File: src/brf_pkg.sv
// Package for the byte ring FIFO: sizes, operation codes and the step result type.
`timescale 1ns / 1ps
package brf_pkg;

  localparam int DEPTH = 256;
  localparam int IDX_W = $clog2(DEPTH);
  localparam int CNT_W = $clog2(DEPTH + 1);
  localparam int DATA_W = 8;

  localparam logic [CNT_W-1:0] SIZE_MIN = CNT_W'(2);
  localparam logic [CNT_W-1:0] SIZE_MAX = CNT_W'(DEPTH);

  typedef enum logic [1:0] {
    KIND_WRITE = 2'd0,
    KIND_READ  = 2'd1,
    KIND_PEEK  = 2'd2,
    KIND_SKIP  = 2'd3
  } kind_t;

  typedef struct packed {
    logic             accepted;
    logic             is_read;
    logic             do_write;
    logic [CNT_W-1:0] grant;
    logic [IDX_W-1:0] pidx;
    logic [IDX_W-1:0] head_next;
    logic [IDX_W-1:0] tail_next;
    logic [CNT_W-1:0] used;
    logic [CNT_W-1:0] space;
  } step_t;

endpackage

File: src/byte_ring_fifo_top.sv
// Top level of the byte ring FIFO: slot memory, indices, size register and result register.
// One operation is taken per cycle while the output register is empty or being drained;
// its result appears in the output register on the cycle after acceptance, the read byte
// coming from the slot memory's registered read port.
// A write to ring_size flushes the ring; slot contents are kept.
`timescale 1ns / 1ps
module byte_ring_fifo_top
  import brf_pkg::*;
(
  input  logic        clk,
  input  logic        rst,
  input  logic        s_axis_tvalid,
  output logic        s_axis_tready,
  input  logic [23:0] s_axis_tdata,   // write_data[7:0], request_length[16:8], zero pad
  input  logic [1:0]  s_axis_tuser,   // kind[1:0]
  output logic        m_axis_tvalid,
  input  logic        m_axis_tready,
  output logic [47:0] m_axis_tdata,   // accepted[0], read_data[8:1], granted_length[17:9],
                                      // peek_index[25:18], used_count[34:26],
                                      // space_count[43:35], zero pad
  input  logic        cfg_valid,
  output logic        cfg_ready,
  input  logic [8:0]  cfg_data        // ring_size
);

  logic [DATA_W-1:0] slots [0:DEPTH-1];

  logic [CNT_W-1:0]  ring_size;
  logic [IDX_W-1:0]  head;
  logic [IDX_W-1:0]  tail;
  logic [DATA_W-1:0] rd_q;
  step_t             res;
  step_t             out_res;
  logic              out_valid;
  logic              in_xact;
  logic [CNT_W-1:0]  size_clamped;

  assign cfg_ready     = 1'b1;
  assign s_axis_tready = !out_valid || m_axis_tready;
  assign in_xact       = s_axis_tvalid && s_axis_tready;

  always_comb begin
    if (cfg_data < SIZE_MIN) begin
      size_clamped = SIZE_MIN;
    end else if (cfg_data > SIZE_MAX) begin
      size_clamped = SIZE_MAX;
    end else begin
      size_clamped = cfg_data;
    end
  end

  brf_step u_step (
    .ring_size      (ring_size),
    .head           (head),
    .tail           (tail),
    .kind           (kind_t'(s_axis_tuser)),
    .request_length (s_axis_tdata[16:8]),
    .res            (res)
  );

  always_ff @(posedge clk) begin
    if (in_xact) begin
      rd_q <= slots[tail];
      if (res.do_write) begin
        slots[head] <= s_axis_tdata[7:0];
      end
    end
  end

  always_ff @(posedge clk) begin
    if (rst) begin
      ring_size <= SIZE_MAX;
      head      <= '0;
      tail      <= '0;
      out_valid <= 1'b0;
    end else begin
      if (cfg_valid && cfg_ready) begin
        ring_size <= size_clamped;
        head      <= '0;
        tail      <= '0;
      end else if (in_xact) begin
        head <= res.head_next;
        tail <= res.tail_next;
      end
      if (in_xact) begin
        out_valid <= 1'b1;
      end else if (m_axis_tready) begin
        out_valid <= 1'b0;
      end
    end
  end

  always_ff @(posedge clk) begin
    if (in_xact) begin
      out_res <= res;
    end
  end

  assign m_axis_tvalid = out_valid;
  assign m_axis_tdata  = {4'd0,
                          out_res.space,
                          out_res.used,
                          out_res.pidx,
                          out_res.grant,
                          (out_res.is_read ? rd_q : {DATA_W{1'b0}}),
                          out_res.accepted};

endmodule

File: src/brf_step.sv
// Next-state and result logic for one ring operation.
`timescale 1ns / 1ps
module brf_step
  import brf_pkg::*;
(
  input  logic [CNT_W-1:0] ring_size,
  input  logic [IDX_W-1:0] head,
  input  logic [IDX_W-1:0] tail,
  input  kind_t            kind,
  input  logic [CNT_W-1:0] request_length,
  output step_t            res
);

  logic [CNT_W-1:0] used;
  logic [CNT_W-1:0] room;
  logic [CNT_W-1:0] len;
  logic [CNT_W-1:0] head_inc;
  logic [CNT_W-1:0] tail_adv;
  logic [CNT_W-1:0] used_after;
  logic             empty;

  always_comb begin
    if (head >= tail) begin
      used = CNT_W'(head) - CNT_W'(tail);
    end else begin
      used = ring_size + CNT_W'(head) - CNT_W'(tail);
    end
    empty = (used == '0);
    room = ring_size - CNT_W'(tail);
    len = request_length;
    if (len > used) len = used;
    if (len > room) len = room;
    head_inc = CNT_W'(head) + CNT_W'(1);

    res = '0;
    res.head_next = head;
    res.tail_next = tail;
    used_after = used;
    tail_adv = CNT_W'(tail) + CNT_W'(1);

    unique case (kind)
      KIND_WRITE: begin
        if ((used + CNT_W'(1)) < ring_size) begin
          res.accepted = 1'b1;
          res.do_write = 1'b1;
          res.head_next = (head_inc >= ring_size) ? '0 : head_inc[IDX_W-1:0];
          used_after = used + CNT_W'(1);
        end
      end
      KIND_READ: begin
        if (!empty) begin
          res.accepted = 1'b1;
          res.is_read = 1'b1;
          res.tail_next = (tail_adv >= ring_size) ? '0 : tail_adv[IDX_W-1:0];
          used_after = used - CNT_W'(1);
        end
      end
      KIND_PEEK, KIND_SKIP: begin
        if (!empty) begin
          res.accepted = 1'b1;
          res.grant = len;
          res.pidx = tail;
          if (kind == KIND_SKIP) begin
            tail_adv = CNT_W'(tail) + len;
            res.tail_next = (tail_adv >= ring_size) ? '0 : tail_adv[IDX_W-1:0];
            used_after = used - len;
          end
        end
      end
      default: ;
    endcase

    res.used = used_after;
    res.space = ring_size - CNT_W'(1) - used_after;
  end

endmodule
File: config.mk
export PLATFORM = sky130hd
export DESIGN_NAME = byte_ring_fifo_top
export DESIGN_NICKNAME = d
export VERILOG_FILES = /design/src/brf_pkg.sv /design/src/byte_ring_fifo_top.sv /design/src/brf_step.sv
export SDC_FILE = /design/constraint.sdc
export NUM_CORES = 2
export LEC_CHECK = 0
export BUFFER_PORTS_ARGS = -buffer_cell sky130_fd_sc_hd__buf_4
export CAP_MARGIN = 40
export CORE_MARGIN = 5
export CORE_UTILIZATION = 40
export DETAILED_ROUTE_END_ITERATION = 7
export SLEW_MARGIN = 15
export SYNTH_ARGS = -nofsm -noshare
export SYNTH_HDL_FRONTEND = slang
export SYNTH_SLANG_ARGS = --single-unit
File: constraint.sdc
create_clock -name clk -period 10.3 [get_ports clk]
set_input_delay 1.03 -clock clk [delete_from_list [all_inputs] [get_ports clk]]
set_output_delay 1.03 -clock clk [all_outputs]
set_load 0.03 [all_outputs]
==> metrics.txt <==
Worst Clk Skew=41.4 ps; Comb power frac=12.9%; Mapped Cells=4105; setup TNS=0 ps; fin. max-slew vios=0; pin count of the biggest net entering global routing=154; Commonest cells post-synth=2093 x edfxtp_1, 680 x mux4_2, 331 x nor2_1; n_diodes=0; worst slew pin tran=1160 ps; HP Start=rst; ranking of synthesized cells by area=edfxtp_1 73%, mux4_2 18%, ha_1 1.5%; Synth Flop Type=edfxtp_1; die width=475 um; drc violations=0; CP most frequent cell=ha_1; Clock transition at path regs=60 ps; Root Driver=clkbuf_16; static leakage=30.3 nW; clock latency at the later pin of the worst-skew pair=840 ps; Hold-fix buffers, CTS=0; Yosys top cell area share=72.8%; Routed Antenna Nets=0; critical path launch point type=flop; Net Sw Power=4.75 mW; sequential share of power=48.6%; crit path DAT=10350 ps; Synth area leader=edfxtp_1; die area=225000 um^2; Critical R2R Launch=head[0]; Site Rows=170; total gr overflow=0; CP max stage delay=490 ps; slew margin rel.=22.6%; P_int=15.0 mW; fin crit share=94.1%; ys async rst share=0%; switching share of power=24.1%; Starting Density=40.2%; DR vias=41.4k; initial antenna violation count=3; HPWL after DPL=128000 um; Syn-to-layout area delta=13.7%; Hold Vio Cnt, Final=0; Hold Crit Class=in -> reg; cts bufs inserted=212; max-cap viol count=0; post-CTS setup buffer count=0; Post-Route WL=205000 um; Crit-path slowest cell=fa_1; # setup viols final=0; post-synth cell types=74; Mapped Area=86400 um^2; unrepaired setup endpoints after global routing=false; WP data required=10950 ps; most frequent cell after synthesis=edfxtp_1; wire per inst=28.0 um; CTS tree=built; Via density=5.65; vias in the first global route=41.8k; DR iter-0 viols=4272; # port buffers=78; I/O pin cnt=91; Power per Cell Area=201 nW/um^2; H-tree depth=4; Syn. warnings=0; Max Fclk=103 MHz; status=completed; crit path max fanout=6; post-layout util=45.7%; wire length of the first global-routing pass=298000 um; Clk pwr share=38.6%; Period minus WS final=9700 ps; Seq cells post-synth=2119; Seq/Total Area, Yosys=73.4%; layout cell share with drive strength beyond 1=28.0%; clk sink count=2119; Buf/Inv on CP=5; maximum VDD drop=0.195 mV; 1st-pass router iterations=5; Critical Path Source=head[0]; endpoint class of the critical path=flop; WS Path Type=reg -> reg; setup slack after layout=603 ps; GP Congestion=0.832; Die Y-Extent=475 um; EDFF count, synth=2093; clock buffer depth=3; core footprint=215000 um^2; Total GRT Usage=18.1%; dpl ws=415 ps; Top delay family on crit path=compound AO/OA/AOI/OAI gates; final-stage net count=4465; Mean Syn Cell Area=21.0 um^2; total power=19.7 mW
==> area by class of cell <==
class,count,area (um^2)
fillers,17914,117000
flip-flops and latches,2119,63400
multi-input cells,1642,21600
clock buffers,254,5530
well taps,2838,3550
repair buffers,235,2430
clock inverters,140,1360
inverters,96,368
==> path summary, 6_finish.rpt <==
path | cells after the start | slack (ps) | to
hold reg to reg | 2 | 540 | m_axis_tvalid
hold / removal | 2 | 380 | m_axis_tvalid
setup / recovery | 45 | 600 | m_axis_tdata[43]
setup reg to reg | 45 | 600 | m_axis_tdata[43]
==> logic make-up after synthesis <==
family          count (synthesis)  share of synthesized area, %
simple gates                  516                          2.53
mux                           707                          18.1
flops                        2119                          73.4
other cells                     2                       0.00869
buf+inv                       347                          1.71
compound gates                238                          1.90
fa+ha+maj                     119                          1.84
xor+xnor                       57                         0.578
==> routing by layer <==
metal / part of all wire, % / up-vias / GRT usage, % / wire, um
met1: 43 / 22217 / 26.0 / 87400
met3: 6.6 / 278 / 2.98 / 13500
li1: - / 17427 / - / -
met2: 49 / 1469 / 29.2 / 99900
met4: 2.2 / 0 / 4.35 / 4480
met5: 0 / - / 0 / 0
==> timing repair <==
| item | 4_1_cts | 5_1_grt |
|---|---|---|
| resized for setup | 0 | 7 |
| endpoints found under the hold margin | 0 | 0 |
| endpoints found under the setup margin | 0 | 1 |
==> stage by stage <==
step / hold WS [ps] / instance area (um^2) / cells
after floorplan: 502 / 86400 / 4108
after global placement: 515 / 90300 / 6871
after detailed placement: 533 / 91000 / 6911
after CTS: 303 / 97900 / 7305
after global routing: 344 / 98200 / 7324
final: 380 / 98200 / 7324
==> placed cells by master, fill, tap and decap left out, types with 13 or more instances in the layout <==
cell / instances
fa_1: 13
buf_8: 17
clkbuf_16: 215
nor2_1: 331
o21ai_0: 33
clkinv_2: 38
xor2_1: 15
buf_4: 186
nand3_1: 21
and2_1: 16
edfxtp_1: 2093
a21oi_1: 51
mux4_2: 680
nand2_1: 75
nor3_1: 13
dfxtp_1: 22
inv_1: 91
buf_16: 19
ha_1: 106
bufinv_16: 21
mux2i_1: 14
xnor2_1: 42
a21o_1: 38
clkbuf_1: 39
clkinv_1: 59
==> sequential cells by signal (all words and copies together), names as in the netlist <==
name and count:
slots 2048, m_axis_tdata 36, ring_size 9, head 8, rd_q 8, tail 8, m_axis_tvalid 1, out_res 1
==> worst reg2reg max path: cells and delay by family (launching register included) <==
family	cells	cell delay [ps]
buffers and inverters	5	490
adders and majority gates	7	2380
muxes	2	620
and+or+nand+nor	9	1670
DFF	1	320
xor gates and xnor gates	2	280
AOI/OAI and AO/OA	20	3750
==> power groups by stage <==
| stage | Combinational (mW) | Clock (mW) | Sequential, mW |
|---|---|---|---|
| floorplan | 1.72 | 0 | 9.76 |
| global placement | 2.48 | 0 | 9.77 |
| detailed placement | 2.52 | 0 | 9.77 |
| CTS | 2.53 | 7.76 | 9.58 |
| global route | 2.76 | 8.13 | 9.58 |
| finish | 2.54 | 7.61 | 9.58 |
Note: power is estimated with default switching activity, not from simulation.
